`src/rtl/onds_pkg.sv`:
```
// ----------------------------------------------------------------------------
// onds_pkg
// shared types, constants and the digit-to-symbol mapping of the
// order number to digit symbols block
// ----------------------------------------------------------------------------
package onds_pkg;

    localparam int DIGIT_W     = 6;
    localparam int SYMBOL_W    = 16;
    localparam int CFG_DATA_W  = 64;
    localparam int CFG_ADDR_W  = 6;
    localparam int TABLE_SLOTS = 12;
    localparam int TABLE_W     = TABLE_SLOTS * SYMBOL_W;

    localparam logic [DIGIT_W-1:0] BASE_MIN = 6'd2;
    localparam logic [DIGIT_W-1:0] BASE_MAX = 6'd37;

    // register indexes, address bits 5..3
    localparam logic [2:0] REG_DIGIT_BASE   = 3'd0;
    localparam logic [2:0] REG_USE_TABLE    = 3'd1;
    localparam logic [2:0] REG_RANGE_START  = 3'd2;
    localparam logic [2:0] REG_SYMBOLS_LOW  = 3'd3;
    localparam logic [2:0] REG_SYMBOLS_MID  = 3'd4;
    localparam logic [2:0] REG_SYMBOLS_HIGH = 3'd5;

    typedef struct packed {
        logic [DIGIT_W-1:0]  digit_base;
        logic                use_symbol_table;
        logic [SYMBOL_W-1:0] range_start;
        logic [TABLE_W-1:0]  symbols;     // symbol 0 in the lowest bits
    } cfg_t;

    typedef struct packed {
        logic               done;
        logic [DIGIT_W-1:0] remainder;
    } div_status_t;

    typedef enum logic [2:0] {
        ST_IDLE,
        ST_START,
        ST_DIV,
        ST_READ,
        ST_LOAD
    } state_t;

    function automatic logic [DIGIT_W-1:0] clamp_base(input logic [DIGIT_W-1:0] base);
        logic [DIGIT_W-1:0] b;
        b = base;
        if (base < BASE_MIN)
        begin
            b = BASE_MIN;
        end
        else if (base > BASE_MAX)
        begin
            b = BASE_MAX;
        end
        return b;
    endfunction

    function automatic logic [SYMBOL_W-1:0] symbol_for(
        input logic [DIGIT_W-1:0] digit,
        input cfg_t               cfg,
        input int                 entries
    );
        logic [SYMBOL_W-1:0] code;
        logic [3:0]          slot;
        slot = digit[3:0];
        code = '0;
        if (!cfg.use_symbol_table)
        begin
            code = cfg.range_start + {{(SYMBOL_W-DIGIT_W){1'b0}}, digit};
        end
        else if (int'(digit) < entries && int'(digit) < TABLE_SLOTS)
        begin
            code = cfg.symbols[slot*SYMBOL_W +: SYMBOL_W];
        end
        return code;
    endfunction

endpackage

```
`src/rtl/onds_cfg.sv`:
```
// ----------------------------------------------------------------------------
// onds_cfg
// apb register file: digit base, mode, range start and symbol table
// ----------------------------------------------------------------------------
module onds_cfg
    import onds_pkg::*;
(
    input  logic                  clk,
    input  logic                  rst_n,
    input  logic                  psel,
    input  logic                  penable,
    input  logic                  pwrite,
    input  logic [CFG_ADDR_W-1:0] paddr,
    input  logic [CFG_DATA_W-1:0] pwdata,
    output logic [CFG_DATA_W-1:0] prdata,
    output logic                  pready,
    output cfg_t                  cfg
);

    logic [DIGIT_W-1:0]    base_reg;
    logic                  use_tab_reg;
    logic [SYMBOL_W-1:0]   start_reg;
    logic [CFG_DATA_W-1:0] sym_low_reg;
    logic [CFG_DATA_W-1:0] sym_mid_reg;
    logic [CFG_DATA_W-1:0] sym_high_reg;
    logic [2:0]            index;
    logic                  wr_en;

    assign pready = 1'b1;
    assign index  = paddr[5:3];
    assign wr_en  = psel && penable && pwrite && pready;

    always_ff @(posedge clk or negedge rst_n)
    begin
        if (!rst_n)
        begin
            base_reg     <= 6'd26;
            use_tab_reg  <= 1'b0;
            start_reg    <= 16'd97;
            sym_low_reg  <= '0;
            sym_mid_reg  <= '0;
            sym_high_reg <= '0;
        end
        else if (wr_en)
        begin
            case (index)
                REG_DIGIT_BASE:   base_reg     <= pwdata[DIGIT_W-1:0];
                REG_USE_TABLE:    use_tab_reg  <= pwdata[0];
                REG_RANGE_START:  start_reg    <= pwdata[SYMBOL_W-1:0];
                REG_SYMBOLS_LOW:  sym_low_reg  <= pwdata;
                REG_SYMBOLS_MID:  sym_mid_reg  <= pwdata;
                REG_SYMBOLS_HIGH: sym_high_reg <= pwdata;
                default:          ;
            endcase
        end
    end

    always_comb
    begin
        case (index)
            REG_DIGIT_BASE:   prdata = {{(CFG_DATA_W-DIGIT_W){1'b0}}, base_reg};
            REG_USE_TABLE:    prdata = {{(CFG_DATA_W-1){1'b0}}, use_tab_reg};
            REG_RANGE_START:  prdata = {{(CFG_DATA_W-SYMBOL_W){1'b0}}, start_reg};
            REG_SYMBOLS_LOW:  prdata = sym_low_reg;
            REG_SYMBOLS_MID:  prdata = sym_mid_reg;
            REG_SYMBOLS_HIGH: prdata = sym_high_reg;
            default:          prdata = '0;
        endcase
    end

    assign cfg.digit_base       = base_reg;
    assign cfg.use_symbol_table = use_tab_reg;
    assign cfg.range_start      = start_reg;
    assign cfg.symbols          = {sym_high_reg, sym_mid_reg, sym_low_reg};

endmodule

```
`src/rtl/onds_divider.sv`:
```
// ----------------------------------------------------------------------------
// onds_divider
// bit-serial restoring divider, one quotient bit per cycle
// ----------------------------------------------------------------------------
module onds_divider
    import onds_pkg::*;
#(
    parameter int VALUE_WIDTH = 32
)
(
    input  logic                   clk,
    input  logic                   rst_n,
    input  logic                   start,
    input  logic [VALUE_WIDTH-1:0] dividend,
    input  logic [DIGIT_W-1:0]     base,
    output logic [VALUE_WIDTH-1:0] quotient,
    output div_status_t            status
);

    localparam int CNT_W = $clog2(VALUE_WIDTH + 1);

    logic [VALUE_WIDTH-1:0] value_reg, value_next;
    logic [DIGIT_W-1:0]     rem_reg, rem_next;
    logic [DIGIT_W-1:0]     base_reg;
    logic [CNT_W-1:0]       cnt_reg, cnt_next;
    logic                   busy_reg, busy_next;
    logic                   done_reg, done_next;
    logic [DIGIT_W:0]       trial;
    logic [DIGIT_W:0]       diff;
    logic                   ge;

    // shift the next dividend bit into the partial remainder
    assign trial = {rem_reg, value_reg[VALUE_WIDTH-1]};
    assign diff  = trial - {1'b0, base_reg};
    assign ge    = trial >= {1'b0, base_reg};

    always_comb
    begin
        value_next = value_reg;
        rem_next   = rem_reg;
        cnt_next   = cnt_reg;
        busy_next  = busy_reg;
        done_next  = 1'b0;
        if (start)
        begin
            value_next = dividend;
            rem_next   = '0;
            cnt_next   = CNT_W'(VALUE_WIDTH);
            busy_next  = 1'b1;
        end
        else if (busy_reg)
        begin
            value_next = {value_reg[VALUE_WIDTH-2:0], ge};
            rem_next   = ge ? diff[DIGIT_W-1:0] : trial[DIGIT_W-1:0];
            cnt_next   = cnt_reg - 1'b1;
            if (cnt_reg == CNT_W'(1))
            begin
                busy_next = 1'b0;
                done_next = 1'b1;
            end
        end
    end

    always_ff @(posedge clk or negedge rst_n)
    begin
        if (!rst_n)
        begin
            cnt_reg  <= '0;
            busy_reg <= 1'b0;
            done_reg <= 1'b0;
        end
        else
        begin
            cnt_reg  <= cnt_next;
            busy_reg <= busy_next;
            done_reg <= done_next;
        end
    end

    always_ff @(posedge clk)
    begin
        value_reg <= value_next;
        rem_reg   <= rem_next;
        if (start)
        begin
            base_reg <= base;
        end
    end

    assign quotient         = value_reg;
    assign status.done      = done_reg;
    assign status.remainder = rem_reg;

endmodule

```
`src/rtl/onds_digit_store.sv`:
```
// ----------------------------------------------------------------------------
// onds_digit_store
// digit memory, one write and one registered read per cycle
// ----------------------------------------------------------------------------
module onds_digit_store
    import onds_pkg::*;
#(
    parameter int DEPTH  = 32,
    parameter int ADDR_W = 5
)
(
    input  logic               clk,
    input  logic               wr_en,
    input  logic [ADDR_W-1:0]  wr_addr,
    input  logic [DIGIT_W-1:0] wr_data,
    input  logic               rd_en,
    input  logic [ADDR_W-1:0]  rd_addr,
    output logic [DIGIT_W-1:0] rd_data
);

    logic [DIGIT_W-1:0] mem [DEPTH];

    always_ff @(posedge clk)
    begin
        if (wr_en)
        begin
            mem[wr_addr] <= wr_data;
        end
        if (rd_en)
        begin
            rd_data <= mem[rd_addr];
        end
    end

endmodule

```
`src/rtl/order_number_to_digit_symbols.sv`:
```
// ----------------------------------------------------------------------------
// order_number_to_digit_symbols
// writes an unsigned order number in a configured base as a stream of
// digit symbols, most significant digit first
// ----------------------------------------------------------------------------
// One number is taken at a time. Each digit comes from a bit-serial divide by
// the base; the digits go to a small memory least significant first and are
// then read back in reverse, one memory read and one output load per word,
// the load waiting while the sink stalls. Zero gives the single digit 0; a
// number that needs more than MAX_DIGITS digits gives only its MAX_DIGITS
// lowest ones. The base is clamped into 2..37. In range mode a symbol is
// range_start plus the digit, modulo 2^16; in table mode it is the table
// entry, and 0 for a digit at or past TABLE_ENTRIES. The final digit of a
// number carries tlast, and the next number may be taken while that final
// word still waits at the output.
// ----------------------------------------------------------------------------
module order_number_to_digit_symbols
    import onds_pkg::*;
#(
    parameter int VALUE_WIDTH   = 32,
    parameter int MAX_DIGITS    = 32,
    parameter int TABLE_ENTRIES = 12
)
(
    input  logic                                clk,
    input  logic                                rst_n,
    // input words
    input  logic                                s_tvalid,
    output logic                                s_tready,
    input  logic [((VALUE_WIDTH+7)/8)*8-1:0]    s_tdata,   // order_value
    // output words
    output logic                                m_tvalid,
    input  logic                                m_tready,
    output logic [23:0]                         m_tdata,   // symbol_code, digit_value
    output logic                                m_tlast,   // last_digit
    // configuration
    input  logic                                psel,
    input  logic                                penable,
    input  logic                                pwrite,
    input  logic [CFG_ADDR_W-1:0]               paddr,
    input  logic [CFG_DATA_W-1:0]               pwdata,
    output logic [CFG_DATA_W-1:0]               prdata,
    output logic                                pready
);

    localparam int ADDR_W = $clog2(MAX_DIGITS);
    localparam int CNT_W  = $clog2(MAX_DIGITS + 1);

    cfg_t                   cfg;
    state_t                 state_reg, state_next;
    logic [VALUE_WIDTH-1:0] remaining_reg, remaining_next;
    logic [CNT_W-1:0]       count_reg, count_next;      // digits produced so far
    logic [ADDR_W-1:0]      idx_reg, idx_next;          // readback address
    logic [SYMBOL_W-1:0]    sym_reg;
    logic [DIGIT_W-1:0]     dig_reg;
    logic                   last_reg;
    logic                   out_valid_reg, out_valid_next;

    logic                   div_start;
    logic [VALUE_WIDTH-1:0] quotient;
    div_status_t            div_status;
    logic                   wr_en;
    logic                   rd_en;
    logic [DIGIT_W-1:0]     rd_data;
    logic                   load;

    onds_cfg u_cfg
    (
        .clk     (clk),
        .rst_n   (rst_n),
        .psel    (psel),
        .penable (penable),
        .pwrite  (pwrite),
        .paddr   (paddr),
        .pwdata  (pwdata),
        .prdata  (prdata),
        .pready  (pready),
        .cfg     (cfg)
    );

    onds_divider #(.VALUE_WIDTH(VALUE_WIDTH)) u_div
    (
        .clk      (clk),
        .rst_n    (rst_n),
        .start    (div_start),
        .dividend (remaining_reg),
        .base     (clamp_base(cfg.digit_base)),
        .quotient (quotient),
        .status   (div_status)
    );

    onds_digit_store #(.DEPTH(MAX_DIGITS), .ADDR_W(ADDR_W)) u_store
    (
        .clk     (clk),
        .wr_en   (wr_en),
        .wr_addr (count_reg[ADDR_W-1:0]),
        .wr_data (div_status.remainder),
        .rd_en   (rd_en),
        .rd_addr (idx_reg),
        .rd_data (rd_data)
    );

    always_ff @(posedge clk or negedge rst_n)
    begin
        if (!rst_n)
        begin
            state_reg     <= ST_IDLE;
            remaining_reg <= '0;
            count_reg     <= '0;
            idx_reg       <= '0;
            out_valid_reg <= 1'b0;
        end
        else
        begin
            state_reg     <= state_next;
            remaining_reg <= remaining_next;
            count_reg     <= count_next;
            idx_reg       <= idx_next;
            out_valid_reg <= out_valid_next;
        end
    end

    // output word register, loaded from the memory read data
    always_ff @(posedge clk)
    begin
        if (load)
        begin
            sym_reg  <= symbol_for(rd_data, cfg, TABLE_ENTRIES);
            dig_reg  <= rd_data;
            last_reg <= (idx_reg == '0);
        end
    end

    always_comb
    begin
        state_next     = state_reg;
        remaining_next = remaining_reg;
        count_next     = count_reg;
        idx_next       = idx_reg;
        s_tready       = 1'b0;
        div_start      = 1'b0;
        wr_en          = 1'b0;
        rd_en          = 1'b0;
        load           = 1'b0;
        case (state_reg)
            ST_IDLE:
            begin
                s_tready = 1'b1;
                if (s_tvalid)
                begin
                    remaining_next = s_tdata[VALUE_WIDTH-1:0];
                    count_next     = '0;
                    state_next     = ST_START;
                end
            end
            ST_START:
            begin
                div_start  = 1'b1;
                state_next = ST_DIV;
            end
            ST_DIV:
            begin
                if (div_status.done)
                begin
                    // store this digit, carry the quotient on
                    wr_en          = 1'b1;
                    remaining_next = quotient;
                    count_next     = count_reg + 1'b1;
                    if (quotient == '0 || count_reg == CNT_W'(MAX_DIGITS - 1))
                    begin
                        idx_next   = count_reg[ADDR_W-1:0];
                        state_next = ST_READ;
                    end
                    else
                    begin
                        state_next = ST_START;
                    end
                end
            end
            ST_READ:
            begin
                rd_en      = 1'b1;
                state_next = ST_LOAD;
            end
            ST_LOAD:
            begin
                // wait until the output register is free or being drained
                if (!out_valid_reg || m_tready)
                begin
                    load = 1'b1;
                    if (idx_reg == '0)
                    begin
                        state_next = ST_IDLE;
                    end
                    else
                    begin
                        idx_next   = idx_reg - 1'b1;
                        state_next = ST_READ;
                    end
                end
            end
            default:
            begin
                state_next = ST_IDLE;
            end
        endcase
    end

    always_comb
    begin
        out_valid_next = out_valid_reg;
        if (load)
        begin
            out_valid_next = 1'b1;
        end
        else if (m_tready)
        begin
            out_valid_next = 1'b0;
        end
    end

    assign m_tvalid = out_valid_reg;
    assign m_tdata  = {2'b00, dig_reg, sym_reg};
    assign m_tlast  = last_reg;

endmodule

```
`config.mk`:
```
export PLATFORM = sky130hd
export DESIGN_NAME = order_number_to_digit_symbols
export DESIGN_NICKNAME = d
export VERILOG_FILES = /design/src/rtl/onds_pkg.sv /design/src/rtl/onds_cfg.sv /design/src/rtl/onds_divider.sv /design/src/rtl/onds_digit_store.sv /design/src/rtl/order_number_to_digit_symbols.sv
export SDC_FILE = /design/constraint.sdc
export NUM_CORES = 1
export LEC_CHECK = 0
export ABC_AREA = 1
export BUFFER_PORTS_ARGS = -buffer_cell sky130_fd_sc_hd__buf_2
export CELL_PAD_IN_SITES_DETAIL_PLACEMENT = 1
export CELL_PAD_IN_SITES_GLOBAL_PLACEMENT = 2
export CORE_MARGIN = 8
export CORE_UTILIZATION = 35
export CTS_BUF_LIST = sky130_fd_sc_hd__clkbuf_8 sky130_fd_sc_hd__clkbuf_16
export CTS_CLUSTER_SIZE = 10
export DETAILED_ROUTE_END_ITERATION = 10
export PLACE_DENSITY = 0.79
export SLEW_MARGIN = 25
export SYNTH_ARGS = -nofsm -noshare
export SYNTH_HDL_FRONTEND = slang
export SYNTH_SLANG_ARGS = --single-unit
```
`constraint.sdc`:
```
create_clock -name clk -period 3.3 [get_ports clk]
set_input_delay 0.165 -clock clk [delete_from_list [all_inputs] [get_ports clk]]
set_output_delay 0.165 -clock clk [all_outputs]
set_load 0.1 [all_outputs]
```
# Word-level counts from Yosys, hierarchy flattened
# Memories as Yosys holds them, arrays and structs flattened. A register that Yosys moved wholly into a read port is not among the register bits.
# Index checks and enable logic that the tools add are counted.
# classes
addsub	5
magnitude_cmp	4
n_eq_ne	16
shift	1
muxes	43
n_reduce_logical	23
# op_table
cell	count
$pmux 64 s6	1
$shiftx 192x9->16	1
$mux 32	4
$pmux 32 s2	1
$mux 6	6
$logic_not 32->1	1
$mux 16	2
$mux 5	4
$mux 1	17
$add 16x6->16	1
$pmux 3 s5	1
$eq 3x2->1 const B	4
$pmux 6 s2	1
$reduce_and 2->1	6
$pmux 5 s2	1
$eq 3x3->1 const B	3
$mux 3	3
$ne 2x2->1 const B	4
$reduce_bool 2->1	4
$ge 7x6->1	1
$add 6x1->6 const B	1
$eq 3x1->1 const B	2
$eq 6x1->1 const B	1
$eq 6x5->1 const B	1
other kinds (16)	21
# totals
reg_bits	337
ramBits	192
inputBits	109
output_inout_bits	92
elab_cells	114
n_memories	1
# mem_list
memory	depth	width	read_ports	rd_clocked_by_memory_dff	wr	line	source
u_store.mem	32	6	1	1	1	onds_digit_store.sv:21	logic [DIGIT_W-1:0] mem [DEPTH];

# Logic depth before layout (Yosys ltp)
# Gate-level depths: netlist (run 1).
# depth
ltp_word	5
ltp_mapped	11
ltp_nobuf	11

# Modules after synthesis
# Synthesis (run 1) repeated with hierarchy kept, for this count alone.
# unflattened
cells_unflattened	3146
hier_area_um2	26445.4
# modules_own_cells
mod	instances	cells_per_inst	area_each_um2
onds_cfg	1	1288	10083.4
onds_digit_store	1	704	8137.8
order_number_to_digit_symbols	1	872	5651.7
onds_divider	1	282	2572.5

# Worst setup path before layout (run 1)
# No wires, ideal clock.
# synth_timing
kind	reg-to-reg
start	register state_reg[0]
end	register count_reg[5]
setup_time_ps	122
arrival_ps	3579
required_time_ps	3178
slack_ps	-401
stages_incl_launch_ff	8
n_path_buf	0
synth_period_minus_slack_ps	3701
path_cell_list	dfrtp_1 nor3_1 nand2_1 nand2_2 nand2_1 nor2_1 xor2_1 nor2_1
# synth_between
elab_chain_cells	3
# synth_rtl
element	line	source
start, declared	order_number_to_digit_symbols.sv:50	state_t state_reg, state_next;
start signal, assigned	order_number_to_digit_symbols.sv:115	state_reg <= state_next;
$eq 3x2->1 / $logic_not 3->1 (equally long branches)	order_number_to_digit_symbols.sv:145	case (state_reg)
$ne 2x1->1 (no source line) (tied with other cells)	n/a	
$reduce_and 3->1 (no source line)	n/a	
end signal, assigned	order_number_to_digit_symbols.sv:117	count_reg <= count_next;
end, declared	order_number_to_digit_symbols.sv:52	logic [CNT_W-1:0] count_reg, count_next;
# Several ways; a longest one is shown, not always the timed one.
# A chain may end at the register's enable or synchronous reset.

# Final worst setup path (run 1)
# layout_timing
start	input port paddr[4]
end	output port prdata[5]
# layout_between
elab_chain_cells	2
# layout_rtl
element	line	source
start, declared	order_number_to_digit_symbols.sv:40	input logic [CFG_ADDR_W-1:0] paddr,
$eq 3x3->1 (tied with other cells)	onds_cfg.sv:60	case (index)
$pmux 64 s6 (*)	onds_cfg.sv:60	
end, declared	order_number_to_digit_symbols.sv:42	output logic [CFG_DATA_W-1:0] prdata,
# Every way passes the cells marked *; elsewhere a longest branch is shown, timed or not.

==> results of run 1 <==
power groups by stage:
stage | Sequential (mW) | Clock (mW) | Combinational [mW]
2_1_floorplan | 9.89 | 0 | 5.49
3_3_place_gp | 9.93 | 0 | 8.26
3_5_place_dp | 9.98 | 0 | 8.54
4_1_cts | 9.87 | 6.85 | 8.69
5_1_grt | 10.0 | 7.10 | 9.55
6_report | 9.87 | 6.68 | 8.63
worst paths after layout:
path	slack, ns	to	startpoint
min in group clk	0.16	u_cfg.use_tab_reg	paddr[5]
min	0.09	u_cfg.start_reg[12]	rst_n
max in group asynchronous	2.29	u_cfg.sym_high_reg[61]	rst_n
max	0.22	prdata[5]	paddr[4]
min reg2reg	0.49	u_cfg.sym_low_reg[3]	u_cfg.sym_low_reg[3]
max reg2reg	0.86	u_store.rd_data[3]	idx_reg[0]
cells in the final DEF (no fill, tap or decap), drive strengths merged, types with 3 or more instances in the layout:
cell type | Yosys | routed
nand3b | 7 | 7
o21ai | 394 | 394
dfrtp | 264 | 264
clkinv | 2 | 10
inv | 251 | 290
edfxtp | 259 | 259
or2 | 4 | 4
conb | 2 | 3
o22ai | 9 | 9
buf | 73 | 249
xor2 | 4 | 4
clkbuf | 93 | 69
mux2 | 48 | 48
a31oi | 32 | 32
nor3 | 15 | 15
a22oi | 11 | 11
dfstp | 6 | 6
dlygate4sd3 | 0 | 100
nor2 | 276 | 276
ha | 20 | 20
a21oi | 104 | 104
nand3 | 109 | 109
nand4 | 11 | 11
o211ai | 49 | 49
nand2 | 609 | 609
dfxtp | 6 | 6
diode | 0 | 3
o221ai | 60 | 60
logic make-up (layout without fill, tap and decap cells):
family                     after synthesis  count (layout)
xor gates and xnor gates                 6               6
buffers and inverters                  419             719
adders and majority gates               22              22
and+or+nand+nor                       1035            1035
DFF                                    535             535
other                                    2               6
muxes                                   48              48
AOI/OAI and AO/OA                      667             667
layout make-up:
cell class	instances	area, um2	area share [%]
clock buffers	69	1690	5.60
flip-flops and latches	535	14700	48.5
well taps	950	1190	3.93
inverters	253	950	3.14
multi-input cells	1781	8910	29.4
diodes	3	7.51	0.0248
repair buffers	349	2540	8.38
clock inverters	48	307	1.01
metal layers:
layer | vias up | GRT usage [%] | wire (um)
met5 | - | 0 | 39
met4 | 6 | 7.89 | 2950
met3 | 130 | 3.85 | 4710
met2 | 554 | 35.2 | 41800
met1 | 10596 | 29.0 | 40000
li1 | 9782 | - | -
timing repair:
action / 4_1_cts / 5_1_grt
resized for setup: 0 / 0
hold buffers: 100 / 0
hold endpoints to repair: 364 / 0
through the flow:
step	power (mW)	cell area (um2)	util (%)	instances	hold slack, ns
floorplan	15.4	25200	-	2735	-0.131
global placement	18.2	27200	38.2	3768	0.127
detailed placement	18.5	27200	38.2	3768	0.133
CTS	25.4	30200	42.4	3985	0.0965
global route	26.7	30200	42.4	3985	0.121
finish	25.2	30300	42.4	3988	0.0913
==> run_results.csv, run 1 <==
group,metric,value,unit
status,status,"completed",
critical_path,cp-end-kind,"output pin",
pwr,p_seq_share,39.2,%
yosys,synth_top_family_by_area,"simple AND/OR/NAND/NOR gates",
sta,setup_ws,0.223,ns
sta,finalSetupTns,0,ns
clock_network,post-cts-setup-buffers,0,
sta,setup-violations-final,0,
pwr,internal-power,14.9,mW
detailed_routing,drcViolationCount,0,
pwr,p_comb_share,34.3,%
sta,fin_crit_sh,93.3,%
yosys,synthCells,2734,
die,core_area,0.0714,mm2
global_routing,antenna_found_initial,6,
yosys,synth-compound-area-share,15.1,%
global_routing,grtUsageTotal,21.7,%
clock_network,cts-root-buf,"clkbuf_16",
detailed_routing,drt_iter0_drc,1514,
layout,area_delta_synth_final,20.2,%
critical_path,cp_cell_sequence,"dlygate4sd3_1, buf_2, inv_1, nand3_2, o22ai_1, a211oi_1, o21ai_0, buf_2",
critical_path,crit_path_top_delay_cell,"buf_2",
sta,slew_headroom,35.1,%
layout,drive_gt1_share,11.8,%
critical_path,start_kind,"primary input",
sta,worstMarginPinSlew,0.972,ns
critical_path,path_delay_family,"buffers and inverters",
pwr,swShare,40.7,%
sta,clock_skew,0.0291,ns
yosys,synthMostInstantiatedCell,"nand2_1",
yosys,ys_seq_area_share,58.3,%
yosys,netlist_top_cells_count,"607 x nand2_1, 394 x o21ai_0, 275 x nor2_1, 264 x dfrtp_1, 259 x edfxtp_1",
detailed_routing,postRouteAntennaNets,0,
detailed_routing,wl_per_cell,22.4,um
clock_network,clock_sinks,535,
die,die_h,284,um
detailed_routing,vias,21068,
yosys,yosys.area_share.simple,16.5,%
die,rows,98,
sta,post-route-min-period,3.08,ns
yosys,synth_top_area_share,30.9,%
yosys,synthArstFlopShare,50.5,%
pwr,clkPwrFrac,26.5,%
layout,regMostFlops,"u_store.mem",
pwr,powerDensity,832,mW/mm2
clock_network,cts_tree,"yes",
place,io_buffers,194,
yosys,yosys.area.top_type,"edfxtp_1",
clock_network,h-tree-depth,3,
critical_path,r2r_cells,8,
yosys,yosys_most_used_dff,"dfrtp_1",
critical_path,worstPathMaxFanout,17,
hold_path,min_path_type,"in2async",
critical_path,cpPeakStageDelay,0.56,ns
critical_path,worstPathArrival,2.91,ns
sta,drv_slew,0,
flow_run,timing.max_cap.violations,0,
clock_network,clkTransAtPathRegs,0.06,ns
place,post-place-ws,0.817,ns
yosys,synthTopCellsByArea,"edfxtp_1 31%, dfrtp_1 26%, nand2_1 9.1%",
yosys,ys_warn_count,0,
critical_path,timing.critical_path.buf_inv,4,
yosys,synth_xor_area_share,0.209,%
pwr,p_leak,12.9,nW
yosys,synth_edf_count,259,
global_routing,grt_pass1_vias,22153,
die,initial_core_util,35.3,%
pwr,p_sw,10.2,mW
clock_network,clk_latency,0.62,ns
die,die_x,284,um
global_routing,grt-ovfl-total,0,
pwr,vdd_drop_max,0.377,mV
critical_path,crit_cells,8,
yosys,synthMuxAreaShare,2.15,%
yosys,ys_types,45,
sta,hold_violations,0,
yosys,synthAdderAreaFrac,1.15,%
critical_path,critPathMostFrequentCell,"buf_2",
yosys,yosys_register_bits,535,
place,gp_congestion,0.891,
sta,rsz0062_at_grt,"false",
detailed_routing,via_per_inst,5.28,
detailed_routing,postRouteWirelength,89500,um
detailed_routing,dr.pass1.iters,5,
layout,nNetsFinal,3117,
layout,fillerInstances,8143,
global_routing,grt_max_degree,129,
critical_path,path_class,"in2out",
critical_path,critPathRequiredTime,3.13,ns
die,pin_count,201,
clock_network,cts_buffers,66,
die,dieArea,0.0807,mm2
global_routing,grt_pass1_wl,138000,um
clock_network,clockBufferDepth,3,
yosys,synth_area_per_cell,9.21,um2
layout,largest_reg_flops,192,
yosys,synth_area,0.0252,mm2
sta,fmax,325,MHz
place,place_hpwl,62300,um
Power figures use the tool's default switching activity.
==> run 2, diff against run 1 <==
CORE_UTILIZATION = 41   (was 35)
PLACE_DENSITY = 0.89   (was 0.79)
==> run 2 against run 1 <==
Effect of this change: first-iteration DRC count up 6.9%; global-route usage rose by 2.8 points; worst hold slack better by 0.051 ns; clock skew up 0.0053 ns; sequential share of layout area up 0.49 points; count of clock-buffer cells in the layout up 3; critical path depth increased by 1; total power increased by 0.13%; die area decreased by 14%; wire length shrank 2.4%; critical endpoint unchanged; largest power group unchanged.
==> run_results.csv, run 2 (synthesis gave the netlist of run 1 again) <==
group,metric,value,unit
status,status,"completed",
place,io_buffers,194,
sta,fin_worst_hold_slack,0.142,ns
sta,finalSetupTns,0,ns
critical_path,regToRegSetupSlack,0.73,ns
sta,slew_headroom,32.5,%
sta,fmax,319,MHz
sta,rsz0062_at_grt,"false",
layout,final_cell_mix,"606 x nand2_1, 394 x o21ai_0, 276 x inv_1, 272 x nor2_1, 262 x dfrtp_1",
pwr,powerDensity,842,mW/mm2
critical_path,worstPathMaxFanout,65,
clock_network,post-cts-setup-buffers,0,
layout,finalNonFillerCells,3812,
critical_path,critPathRequiredTime,3.13,ns
layout,regMostFlops,"u_store.mem",
place,place_area,0.0269,mm2
pwr,p_leak,12.9,nW
sta,post-route-min-period,3.13,ns
sta,fin_crit_sh,94.9,%
die,pin_count,201,
global_routing,grtUsageTotal,24.5,%
die,dieArea,0.0696,mm2
clock_network,cts_buffers,66,
critical_path,r2r_cells,10,
global_routing,grt_pass1_vias,22410,
layout,final_common_cell,"nand2_1",
clock_network,clk_latency,0.61,ns
die,die_h,264,um
sta,hold_violations,0,
critical_path,start_kind,"primary input",
sta,drv_slew,0,
layout,largest_reg_flops,192,
layout,drive_gt1_share,11.6,%
hold_path,min_path_type,"in2reg",
clock_network,h-tree-depth,3,
global_routing,grt_max_degree,129,
critical_path,worstPathArrival,2.97,ns
detailed_routing,drcViolationCount,0,
hold_path,hold_depth,3,
critical_path,r2r_start,"u_store.rd_data[0]",
hold_path,hold_end,"u_cfg.use_tab_reg",
clock_network,clock_sinks,535,
sta,worstMarginPinSlew,1.01,ns
clock_network,post_cts_resized,0,
detailed_routing,wl_per_cell,22.9,um
critical_path,cp-end-kind,"output pin",
global_routing,grt-ovfl-total,0,
layout,fin_util,48.9,%
layout,area_delta_synth_final,19.0,%
detailed_routing,vias,21276,
place,dpl.cell_count,3600,
die,initial_core_util,41.1,%
global_routing,grt_pass1_wl,134000,um
detailed_routing,drt_iter0_drc,1618,
sta,clock_skew,0.0345,ns
clock_network,clockBufferDepth,3,
clock_network,cts_tree,"yes",
critical_path,path_class,"in2out",
flow_run,timing.max_cap.violations,0,
layout,fin_area,0.0299,mm2
detailed_routing,dr.pass1.iters,5,
sta,setup-violations-final,0,
global_routing,antenna_found_initial,2,
pwr,vdd_drop_max,0.528,mV
clock_network,cts.hold.buffers_added,100,
die,rows,91,
die,die_x,264,um
clock_network,clkTransAtPathRegs,0.05,ns
place,gp_congestion,0.902,
hold_path,hold_path.startpoint,"paddr[5]",
critical_path,timing.rr.end,"sym_reg[10]",
detailed_routing,via_per_inst,5.58,
clock_network,cts-root-buf,"clkbuf_16",
detailed_routing,postRouteWirelength,87400,um
detailed_routing,postRouteAntennaNets,0,
die,core_area,0.0613,mm2
place,place_hpwl,58700,um
layout,nNetsFinal,3109,
-- run 2: worst max-delay path by stage --
stage	start	end	slack, ns	cells past startpoint
5_1_grt	paddr[4]	prdata[5]	0.11	9
6_report	paddr[4]	prdata[5]	0.17	9
2_1_floorplan	paddr[5]	prdata[1]	0.22	4
3_5_place_dp	u_store.rd_data[0]	sym_reg[10]	0.81	10
4_1_cts	paddr[4]	prdata[5]	0.33	9
3_3_place_gp	u_store.rd_data[0]	sym_reg[10]	0.82	10
-- run 2: power breakdown --
part           switching (mW)  internal, mW  leakage [nW]
Clock                    2.92          3.81          1.07
Sequential              0.921          8.82          5.64
Combinational            6.42          2.31          6.14
Total                    10.3          14.9          12.9
-- run 2: critical path, cell delays in order --
cell and delay [ns]:
dlygate4sd3_1 0.53, buf_2 0.13, inv_1 0.12, nand3_2 0.09, buf_4 0.72, o22ai_1 0.20, a211oi_1 0.20, o21ai_0 0.31
buf_2 0.41
-- run 2: layout make-up --
type	instances	area, um2
Inverter	253	950
Clock inverter	38	245
Antenna cell	2	5.00
Timing Repair Buffer	341	2450
Tap cell	790	988
Multi-Input combinational cell	1781	8900
Sequential cell	535	14700
Fill cell	6991	31300
Clock buffer	72	1750
-- run 2: per-stage QoR --
stage	power [mW]	setup slack [ns]
after floorplan	15.4	0.218
after global placement	18.0	0.821
after detailed placement	18.4	0.806
after CTS	25.3	0.325
after global routing	26.5	0.107
final	25.2	0.167
-- run 2: metal layers --
metal  share of wire (%)  vias to the layer above  track usage (%)
li1                    -                     9735                -
met4                 3.4                        0             8.68
met1                  42                    10767             32.2
met2                  49                      636             41.2
met5                   0                        -                0
met3                 5.5                      138             3.84
==> run 3, diff against run 2 <==
ABC_AREA = not set   (was 1)
CORE_UTILIZATION = 46   (was 41)
==> run 3 against run 2 <==
Effect of this change: fmax rose by 17%; critical path type is now reg2reg; register-to-register slack got worse by 0.12 ns; largest cell class unchanged; wire length decreased by 18%; non-clock buffer count down 4; die area down 11%; area after synthesis fell by 1.1%; sequential cell count unchanged; critical endpoint is now sym_reg[14]; synthesized cell count is 35% lower; via count shrank 22%.
==> run_results.csv, run 3 <==
group,metric,value,unit
place,place_hpwl,46100,um
sta,post-route-min-period,2.69,ns
sta,setup-violations-final,0,
pwr,p_leak,12.7,nW
critical_path,r2r_start,"u_store.rd_data[0]",
layout,final_cell_mix,"263 x dfrtp_1, 259 x edfxtp_1, 214 x nand2_1, 207 x mux2_2, 192 x buf_2",
clock_network,clock_sinks,535,
yosys,synth_edf_count,259,
sta,finalSetupTns,0,ns
critical_path,endpoint,"sym_reg[14]",
clock_network,cts-root-buf,"clkbuf_16",
die,die_x,249,um
layout,drive_gt1_share,30.2,%
sta,clock_skew,0.0402,ns
critical_path,timing.rr.end,"sym_reg[14]",
clock_network,h-tree-depth,2,
die,pin_count,201,
flow_run,timing.max_cap.violations,0,
critical_path,r2r_cells,7,
critical_path,critPathLaunch,"u_store.rd_data[0]",
critical_path,worstPathMaxFanout,5,
critical_path,start_kind,"flop",
detailed_routing,drt_iter0_drc,1150,
die,initial_core_util,46.4,%
detailed_routing,vias,16568,
clock_network,clockBufferDepth,3,
yosys,synth-compound-area-share,5.56,%
clock_network,clk_latency,0.64,ns
sta,hold_violations,0,
die,rows,85,
sta,worstMarginPinSlew,0.858,ns
layout,fillerInstances,5264,
detailed_routing,dr.pass1.iters,5,
yosys,yosys_most_used_dff,"dfrtp_1",
yosys,synthMostInstantiatedCell,"dfrtp_1",
detailed_routing,wl_per_cell,25.6,um
yosys,synthMuxAreaShare,23.9,%
detailed_routing,drcViolationCount,0,
sta,fin_crit_sh,81.4,%
yosys,yosys.area.top_type,"edfxtp_1",
yosys,synth_area,0.0249,mm2
sta,fmax,372,MHz
sta,slew_headroom,42.8,%
yosys,synthAdderAreaFrac,1.21,%
layout,largest_reg_flops,192,
clock_network,post_cts_resized,0,
die,die_h,249,um
global_routing,antenna_found_initial,3,
detailed_routing,postRouteWirelength,71600,um
critical_path,path_class,"reg2reg",
yosys,yosys.area_share.simple,6.89,%
yosys,ys_types,71,
yosys,netlist_top_cells_count,"264 x dfrtp_1, 259 x edfxtp_1, 215 x nand2_1, 207 x mux2_2, 135 x mux2i_1",
hold_path,min_path_type,"in2reg",
global_routing,grt_pass1_wl,112000,um
detailed_routing,postRouteAntennaNets,0,
pwr,powerDensity,559,mW/mm2
global_routing,grt_max_degree,95,
place,gp_congestion,0.820,
yosys,synth_area_per_cell,14.1,um2
detailed_routing,via_per_inst,5.92,
clock_network,clkTransAtPathRegs,0.06,ns
yosys,synth_xor_area_share,0.668,%
global_routing,grt_pass1_vias,18404,
yosys,synthCells,1765,
critical_path,cp-end-kind,"flop",
critical_path,worstPathArrival,3.04,ns
pwr,vdd_drop_max,0.411,mV
yosys,synth_top_area_share,31.2,%
place,dpl.cell_count,2591,
yosys,synthTopCellsByArea,"edfxtp_1 31%, dfrtp_1 27%, mux2_2 9.4%",
critical_path,critPathRequiredTime,3.66,ns
layout,final_common_cell,"dfrtp_1",
yosys,synthArstFlopShare,50.5,%
sta,drv_slew,0,
status,status,"completed",
yosys,ys_warn_count,0,
layout,finalNonFillerCells,2798,
layout,nNetsFinal,2188,
critical_path,regToRegSetupSlack,0.61,ns
die,dieArea,0.0618,mm2
clock_network,cts_tree,"yes",
yosys,synth_top_family_by_area,"multiplexers",
global_routing,grtUsageTotal,22.9,%
die,core_area,0.0537,mm2
global_routing,grt-ovfl-total,0,
layout,area_delta_synth_final,17.9,%
sta,rsz0062_at_grt,"false",
place,io_buffers,194,
yosys,ys_seq_area_share,58.9,%
yosys,yosys_register_bits,535,
clock_network,cts_buffers,61,
layout,regMostFlops,"u_store.mem",
## run 3: changes by cell type after synthesis, sizes merged, moves of 96 or more
cell	before	now
mux2i	0	135
mux4	0	96
o21ai	394	105
inv	251	25
mux2	48	217
nand2	609	215
nor2	276	72
## run 3: power by group
group          total [mW]  leakage, nW  switching [mW]  internal [mW]
Combinational        2.33         5.38            1.39          0.940
Clock                6.05        0.995            2.69           3.36
Sequential           8.04         6.36           0.517           7.53
Total                16.4         12.7            4.60           11.8
## run 3: per-stage QoR
step | cell area, um2 | util, % | hold slack (ns) | setup WS, ns | total power, mW
5_1_grt | 29400 | 54.7 | 0.0731 | 0.515 | 17.0
3_3_place_gp | 26600 | 49.5 | 0.252 | 0.801 | 10.2
2_1_floorplan | 24900 | - | -0.131 | 0.0282 | 9.62
4_1_cts | 29400 | 54.7 | 0.0132 | 0.671 | 16.5
6_report | 29400 | 54.7 | 0.0308 | 0.614 | 16.4
3_5_place_dp | 26600 | 49.5 | 0.264 | 0.689 | 10.4
## run 3: timing repair
item,CTS,global route
endpoints found under the hold margin,337,0
setup buffers,0,0
hold buffers,99,0
## run 3: how the worst min path moves through the flow
stage / startpoint / endpoint / slack (ns) / cells past startpoint
3_5_place_dp: rst_n / u_cfg.sym_low_reg[43] / 0.26 / 1
6_report: m_tready / state_reg[2] / 0.03 / 3
2_1_floorplan: rst_n / count_reg[0] / -0.13 / 0
4_1_cts: m_tready / state_reg[2] / 0.01 / 3
3_3_place_gp: rst_n / u_cfg.sym_low_reg[43] / 0.25 / 1
5_1_grt: m_tready / state_reg[2] / 0.07 / 3
## run 3: cells by family (layout without fill, tap and decap cells)
logic type	Yosys count	after routing
muxes	448	448
xor gates and xnor gates	19	19
adders and majority gates	23	23
other	2	6
AOI/OAI and AO/OA	223	223
buffers and inverters	134	467
and+or+nand+nor	381	381
DFF	535	535
## run 3: cell type report
cell class	count	area [um2]	share of cell area [%]
repair buffers	337	2400	8.19
multi-input cells	1097	9560	32.6
clock buffers	63	1550	5.29
diodes	3	7.51	0.0256
flip-flops and latches	535	14700	49.9
inverters	25	93.8	0.320
clock inverters	42	216	0.737
well taps	696	871	2.96
## run 3: critical path: stages (launching register included)
cell	delay, ns
edfxtp_1	0.45
ha_1	0.27
fa_1	0.44
a211oi_1	0.36
o21ai_0	0.33
nand3_1	0.21
xor2_1	0.22
o22ai_1	0.12
## run 3: routing by layer
layer	track usage (%)	up-vias	wire, um
li1	-	7236	-
met3	4.14	130	3840
met2	38.0	505	35300
met5	0	-	0
met4	7.84	0	2060
met1	30.1	8697	30400
